==> config.mk <==
export PLATFORM = sky130hd
export DESIGN_NAME = nau_divider
export DESIGN_NICKNAME = d
export VERILOG_FILES = /design/src/design/nau_pkg.sv /design/src/design/nau_divider.sv
export SDC_FILE = /design/constraint.sdc
export NUM_CORES = 1
export LEC_CHECK = 0
export BUFFER_PORTS_ARGS = -buffer_cell sky130_fd_sc_hd__buf_2
export CAP_MARGIN = 20
export CORE_ASPECT_RATIO = 1.5
export CORE_MARGIN = 1.5
export CORE_UTILIZATION = 50
export CTS_BUF_LIST = sky130_fd_sc_hd__clkbuf_16
export DETAILED_ROUTE_END_ITERATION = 8
export GPL_TIMING_DRIVEN = 0
export MAX_ROUTING_LAYER = met4
export PLACE_DENSITY_LB_ADDON = 0.3
export RECOVER_POWER = 50
export SLEW_MARGIN = 15
export SYNTH_ARGS = -nofsm -noshare
export SYNTH_HDL_FRONTEND = slang
export SYNTH_SLANG_ARGS = --single-unit
==> constraint.sdc <==
create_clock -name clk -period 2.8 [get_ports clk]
set_input_delay 0 -clock clk [delete_from_list [all_inputs] [get_ports clk]]
set_output_delay 0 -clock clk [all_outputs]
set_load 0.05 [all_outputs]
==> src/design/nau_pkg.sv <==
// ----------------------------------------------------------------------------
// nau_pkg
// Shared constants and types of the note arpeggiator unit.
// ----------------------------------------------------------------------------
package nau_pkg;

  localparam int NOTE_COUNT = 128;
  localparam int DIV_W      = 16;   // remainder unit operand width
  localparam int CFG_W      = 28;   // widest configuration register

  // configuration register indexes
  localparam logic [2:0] REG_PATTERN = 3'd0;
  localparam logic [2:0] REG_OCTAVE  = 3'd1;
  localparam logic [2:0] REG_PERIOD  = 3'd2;
  localparam logic [2:0] REG_GATE    = 3'd3;
  localparam logic [2:0] REG_SEED    = 3'd4;

  // input modes
  localparam logic [1:0] MODE_PRESS   = 2'd0;
  localparam logic [1:0] MODE_RELEASE = 2'd1;
  localparam logic [1:0] MODE_TICK    = 2'd2;
  localparam logic [1:0] MODE_NONE    = 2'd3;

  // pattern modes
  localparam logic [1:0] PAT_UP      = 2'd0;
  localparam logic [1:0] PAT_DOWN    = 2'd1;
  localparam logic [1:0] PAT_UPDOWN  = 2'd2;
  localparam logic [1:0] PAT_SHUFFLE = 2'd3;

  // event kinds
  localparam logic EV_OFF = 1'b0;
  localparam logic EV_ON  = 1'b1;

  localparam logic [15:0] LFSR_TAPS   = 16'hB400;
  localparam logic [15:0] SEED_RESET  = 16'd44257;
  localparam logic [27:0] PERIOD_RST  = 28'd5760000;
  localparam logic [27:0] GATE_RST    = 28'd2880000;
  localparam logic [7:0]  OCT_STEP    = 8'd12;
  localparam logic [7:0]  NOTE_MAX    = 8'd127;
  localparam logic [31:0] TICK_STEP   = 32'd256;

  // handshake between sequencer and remainder unit
  typedef struct packed {
    logic             start;
    logic [DIV_W-1:0] dividend;
    logic [DIV_W-1:0] divisor;
  } div_req_t;

  typedef struct packed {
    logic             done;
    logic [DIV_W-1:0] rem;
  } div_rsp_t;

endpackage

==> src/design/nau_divider.sv <==
// ----------------------------------------------------------------------------
// nau_divider
// Restoring remainder unit, one quotient bit per cycle.
// ----------------------------------------------------------------------------
module nau_divider
  import nau_pkg::*;
(
  input  logic     clk,
  input  logic     rst,
  input  div_req_t req,
  output div_rsp_t rsp
);

  logic [DIV_W-1:0] quo;
  logic [DIV_W-1:0] dvs;
  logic [DIV_W:0]   rem;
  logic [4:0]       cnt;
  logic             run;
  logic             done;
  logic [DIV_W:0]   shifted;

  assign shifted  = {rem[DIV_W-1:0], quo[DIV_W-1]};
  assign rsp.done = done;
  assign rsp.rem  = rem[DIV_W-1:0];

  // iterate one bit a cycle
  always_ff @(posedge clk) begin
    if (rst) begin
      run  <= 1'b0;
      done <= 1'b0;
      cnt  <= '0;
    end else begin
      done <= 1'b0;
      if (req.start) begin
        run <= 1'b1;
        cnt <= 5'(DIV_W);
        quo <= req.dividend;
        dvs <= req.divisor;
        rem <= '0;
      end else if (run) begin
        quo <= {quo[DIV_W-2:0], 1'b0};
        if (shifted >= {1'b0, dvs}) begin
          rem <= shifted - {1'b0, dvs};
        end else begin
          rem <= shifted;
        end
        cnt <= cnt - 5'd1;
        if (cnt == 5'd1) begin
          run  <= 1'b0;
          done <= 1'b1;
        end
      end
    end
  end

endmodule

==> qor.txt, run 1 <==
Post-route minimum period - 2.68 ns
Average instance area after synthesis - 11.5 um2
Crit path DAT - 2.70 ns
Clock Tree Buf Depth - 2
Die width - 67.5 um
Post-synth cell types - 45
Ranking of synthesized cells by area - edfxtp_1, ha_1, mux2_2
Worst Max-Slew Pin Slew - 0.990 ns
Max rail drop VDD - 0.000397 V
Yosys top cell area share - 0.462
Later-pin clock latency in the skew report - 0.30 ns
Ys async rst share - 0
Leakage - 0.00155 uW
Met3 usage - 0.0396
GRT met1 Usage - 0.256
Pwr Density - 623 nW/um2
Seq/Total Area, Yosys - 0.507
Initial antenna violation count - 0
Post-synthesis cell area - 3120 um2
Yosys top cell by area - edfxtp_1
Fin. max-slew vios - 0
CP delay by family, top - simple AND/OR/NAND/NOR gates
Status - finished clean
Gr ovfl total - 0
CP endpoint kind - flip-flop
Most used routing layer - met2
Startpoint Class - flip-flop
Cells after Synth - 272
M2 GR Usage - 0.387
Placed Area - 3510 um2
CTS buffer count - 5
Final hold vios - 0
Finished Layout Cells - 430
Yosys warning total - 0
DRC viols - 0
Hold EP - quo[2]
WS Path Type - reg2reg
Share of layout cells above drive strength 1 - 0.239
Clk_skew - 0.00524 ns
I/O Buffers - 49
Post-synth EDFFs - 48
Largest net degree at the start of global routing - 25
Worst Path Buf+Inv - 2
WL/cell - 15.7 um
RD Place Congestion - 0.878
Drt first pass iters - 4
Slowest CP cell - edfxtp_1
Critical-path cell list - ha_1 -> buf_6 -> nand4_1 -> or3_4 -> o311a_1 -> and3_4 -> clkbuf_8 -> o211ai_1 -> o41ai_2
Max incr delay on CP - 0.43 ns
Number of DRC markers in iteration 0 - 103
Hold_sp - req[18]
Critical Path RT - 2.82 ns
First-pass GRT wire length - 11.1 mm
Core Footprint - 6090 um2
Worst hold path type - in2reg
TNS Setup - 0 ns
Max_cap viols - 0
Nets - 409
# fillers - 492
# H-tree levels - 2
Endpoints failing setup - 0
Critical-path maximum fanout - 10
Final Hold Slack - 0.00403 ns
Antenna Nets Post-Route - 0
RSZ-0062 raised after global routing - false
Chip height - 99.7 um
Fin crit share - 0.956
Post-Route WL - 6.75 mm
Worst slew margin - 0.337
Commonest non-fill, non-tap cell in the layout - edfxtp_1
TritonCTS clock tree - yes
Reg2Reg Depth - 9
Boundary Pins - 52
Vias per inst - 5.57
Starting density of the core - 0.512
Total GRT Usage - 0.225
Cell count after placement - 397
Root Driver - clkbuf_16
FMAX - 374 MHz
Vias in the first global route - 2460
Hold Path Depth - 2
Area grow syn2layout - 25.3%
# rows - 35
ANT cells - 0
Vias - 2393
Sink Count - 55
Dpl hpwl - 4.79 mm
Reg-to-reg slack, setup - 0.12 ns
Start of the worst register-to-register path - rem[8]
R2R Path End - rem[9]
Most frequent cells in the layout - edfxtp_1, buf_2, a21oi_1
Final instance area - 3910 um2
Primary FF master, synth - edfxtp_1
FF+latch count, synth - 55
Die area - 6730 um2
Clk pin slew, worst setup/hold paths - 0.07 ns
Post-Synthesis Net Count - 326
==> state kept, by name (all words and copies together) (netlist names) <==
signal  count
cnt         5
done        1
dvs        16
quo        16
rem        16
run         1
==> repair_timing <==
item | in CTS | in global routing
buffers inserted | 0 | 5
hold endpoints to repair | 20 | 0
hold buffers | 20 | 0
gates resized for setup | 0 | 8
setup endpoints to repair | 0 | 10
==> logic make-up (layout without fill, tap and decap cells) <==
logic type               Yosys count  count (layout)  synth area share
AND/OR/NAND/NOR                   54              54            0.0891
XOR/XNOR                          18              18            0.0506
AO/OA/AOI/OAI                     74              74             0.167
flip-flops                        55              55             0.507
buffers and inverters             37             121            0.0530
adder cells (fa/ha/maj)           19              19            0.0787
multiplexers                      15              15            0.0542
==> how the worst max path moves through the flow <==
| stage | startpoint | to | slack, ns | cells after the start |
|---|---|---|---|---|
| after floorplan | rem[8] | rem[11] | 0.03 | 9 |
| after global placement | req[32] | rem[3] | -0.20 | 3 |
| after detailed placement | rem[6] | rem[15] | 0.13 | 8 |
| after CTS | rem[7] | rem[15] | 0.11 | 8 |
| after global routing | rem[8] | rem[9] | 0.005 | 9 |
| final | rem[8] | rem[9] | 0.12 | 9 |
==> layout make-up <==
class	instances	area [um2]	area share
clock inverter	3	26.3	0.00673
buffer	15	95.1	0.0244
timing repair buffer	76	500	0.128
inverter	22	82.6	0.0211
multi-input combinational	180	1400	0.359
clock buffer	5	125	0.0320
sequential	55	1580	0.405
tap	74	92.6	0.0237
==> layer usage <==
metal,routed length [um],part of all wire
met3,249,0.037
met4,88,0.013
met1,2790,0.41
met5,0,0
met2,3630,0.54
==> metrics by stage <==
step / setup slack, ns / total power (uW) / utilization
2_1_floorplan: 0.0293 / 1580 / -
6_report: 0.123 / 2430 / 0.642
3_3_place_gp: -0.196 / 1740 / 0.568
5_1_grt: 0.00520 / 2550 / 0.642
3_5_place_dp: 0.133 / 1760 / 0.576
4_1_cts: 0.111 / 2420 / 0.634
==> Yosys cell counts (all sizes together), types with 3 or more instances <==
| cell type | n |
|---|---|
| edfxtp | 48 |
| a21oi | 26 |
| inv | 21 |
| ha | 18 |
| mux2 | 15 |
| nand3 | 15 |
| o21ai | 14 |
| nand2 | 13 |
| xnor2 | 12 |
| clkbuf | 9 |
| nor2 | 8 |
| o211ai | 8 |
| dfxtp | 7 |
| buf | 6 |
| o41ai | 6 |
| xor2 | 6 |
| a21o | 5 |
| nor3 | 4 |
| and2 | 3 |
| and3 | 3 |
==> power breakdown <==
group,switching [uW],internal [uW]
Sequential,37.9,979
Clock,304,340
Combinational,462,311
(Power assumes the default switching activity.)
==> run 2, diff against run 1 <==
--- a/config.mk
+++ b/config.mk
@@ -7,9 +7,11 @@
 export LEC_CHECK = 0
 export BUFFER_PORTS_ARGS = -buffer_cell sky130_fd_sc_hd__buf_2
 export CAP_MARGIN = 20
+export CELL_PAD_IN_SITES_DETAIL_PLACEMENT = 1
+export CELL_PAD_IN_SITES_GLOBAL_PLACEMENT = 2
 export CORE_ASPECT_RATIO = 1.5
 export CORE_MARGIN = 1.5
-export CORE_UTILIZATION = 50
+export CORE_UTILIZATION = 37
 export CTS_BUF_LIST = sky130_fd_sc_hd__clkbuf_16
 export DETAILED_ROUTE_END_ITERATION = 8
 export GPL_TIMING_DRIVEN = 0
==> run 2 against run 1 <==
  * Clock power grew 12%
  * Power is 5.2% higher
  * Worst setup slack got worse by 0.054 ns
  * Final cell count rose by 8.6%
  * Worst hold slack better by 0.0032 ns
  * Non-clock buffer count is 6 higher
  * Clock skew up 0.0032 ns
  * Critical path depth stayed put
  * Sequential power barely moved
  * Critical path type unchanged
  * Largest cell class unchanged
  * Highest routed layer unchanged
==> qor.txt, run 2 (synthesis gave the netlist of run 1 again) <==
Area grow syn2layout - 30.1%
First-pass GRT wire length - 13.2 mm
Root Driver - clkbuf_16
Reg power frac - 0.398
Most frequent cells in the layout - edfxtp_1, buf_2, a21oi_1
Final Hold Slack - 0.00719 ns
Later-pin clock latency in the skew report - 0.30 ns
Register Area - 1580 um2
Antenna Nets Post-Route - 0
Clock Tree Buf Depth - 2
I/O Buffers - 49
Share of layout cells above drive strength 1 - 0.243
Endpoints failing setup - 0
Fin. max-slew vios - 0
Final hold vios - 0
Die width - 77.9 um
Largest net degree at the start of global routing - 24
CTS buffer count - 5
FMAX - 366 MHz
Int Power - 1740 uW
# fillers - 897
CP endpoint kind - flip-flop
WL/cell - 17.2 um
Critical Path RT - 2.83 ns
Share of power burned in the clock network - 0.282
Starting density of the core - 0.384
Final core occ - 0.500
Sw Share - 0.322
Vias in the first global route - 2627
Reg2Reg Depth - 9
Multi-input gate area - 1410 um2
Sink Count - 55
TritonCTS clock tree - yes
Clk_skew - 0.00842 ns
Vias per inst - 5.26
Core Footprint - 8110 um2
Start of the worst register-to-register path - rem[8]
R2R Path End - rem[13]
Max_cap viols - 0
Worst slew margin - 0.233
DRC viols - 0
Post-Route WL - 8.05 mm
Top flop regs - dvs: 16 flops, quo: 16 flops, rem: 16 flops
Critical-path maximum fanout - 6
Pwr Density - 632 nW/um2
RSZ-0062 raised after global routing - true
Crit path from - rem[8]
Die area - 8990 um2
# H-tree levels - 2
Worst hold path type - in2reg
Dpl hpwl - 5.71 mm
NetSw - 824 uW
Leakage - 0.00160 uW
RD Place Congestion - 0.874
Clk pin slew, worst setup/hold paths - 0.07 ns
Initial antenna violation count - 0
Startpoint Class - flip-flop
Drt first pass iters - 4
Status - finished clean
Nets - 415
Post-route minimum period - 2.73 ns
Vias - 2457
TNS Setup - 0 ns
Reg-to-reg slack, setup - 0.07 ns
Crit path DAT - 2.76 ns
ANT cells - 0
CP endpoint - rem[13]
Chip height - 115 um
Max rail drop VDD - 0.000404 V
Number of DRC markers in iteration 0 - 91
# rows - 40
Worst Max-Slew Pin Slew - 1.15 ns
Boundary Pins - 52
Commonest non-fill, non-tap cell in the layout - edfxtp_1
Gr ovfl total - 0
Gate power share - 0.320
Total GRT Usage - 0.198
Fin crit share - 0.975
WS Path Type - reg2reg
-- run 2: cell types whose count changed in the layout (fill, tap and decap cells not counted), sizes merged --
| cell | delta |
|---|---|
| dlygate4sd3 | +5 |
| buf | +2 |
| inv | -2 |
| bufinv | +1 |
| clkbuf | -1 |
| clkinv | +1 |
-- run 2: repair_timing --
action | 4_1_cts | 5_1_grt
resized for setup | 0 | 12
setup buffers | 0 | 5
hold buffers | 25 | 0
endpoints found under the hold margin | 25 | 0
setup endpoints to repair | 0 | 14
-- run 2: worst min path at each step --
| stage | from | end | slack [ns] | cells past startpoint |
|---|---|---|---|---|
| final | req[20] | quo[4] | 0.007 | 2 |
| after global routing | req[28] | quo[12] | 0.003 | 2 |
| after CTS | req[20] | quo[4] | 0.002 | 2 |
| after detailed placement | req[4] | dvs[4] | 0.18 | 1 |
| after global placement | req[2] | dvs[2] | 0.18 | 1 |
| after floorplan | req[0] | dvs[0] | 0.1 | 0 |
-- run 2: per-layer routing --
metal | vias up | global-route usage | part of all wire
met4 | 0 | 0.0702 | 0.015
met2 | 42 | 0.361 | 0.55
met1 | 1211 | 0.219 | 0.41
met3 | 9 | 0.0294 | 0.027
li1 | 1195 | - | -
met5 | - | - | 0
-- run 2: power by group through the flow --
stage                     sequential, uW  combinational, uW  clock, uW
after CTS                           1020                784        747
after detailed placement            1040                748          0
after global routing                1030                897        766
after floorplan                     1120                463          0
final                               1020                820        722
after global placement              1040                728          0
-- run 2: cell type report --
cell class | count | area share
Timing Repair Buffer | 82 | 0.143
Buffer | 15 | 0.0241
Tap cell | 105 | 0.0324
Inverter | 22 | 0.0204
Multi-Input combinational cell | 180 | 0.348
Clock buffer | 5 | 0.0309
Clock inverter | 3 | 0.0108
Sequential cell | 55 | 0.390
-- run 2: worst max-delay path, cell delays in order, from the launching register on --
cell and delay (ns):
edfxtp_1 0.41, ha_1 0.31, buf_6 0.12, nand4_1 0.17, or3_4 0.43, o311a_1 0.31, and3_4 0.22, buf_8 0.13
o211ai_1 0.24, o41ai_2 0.12
-- run 2: per-stage QoR --
| step | area [um2] | cells | total power, uW | setup slack (ns) |
|---|---|---|---|---|
| floorplan | 3120 | 272 | 1580 | 0.0293 |
| detailed placement | 3550 | 428 | 1790 | 0.0502 |
| finish | 4050 | 467 | 2560 | 0.0689 |
| CTS | 3970 | 461 | 2550 | 0.0129 |
| global placement | 3500 | 426 | 1760 | -0.461 |
| global route | 4050 | 467 | 2690 | -0.0171 |
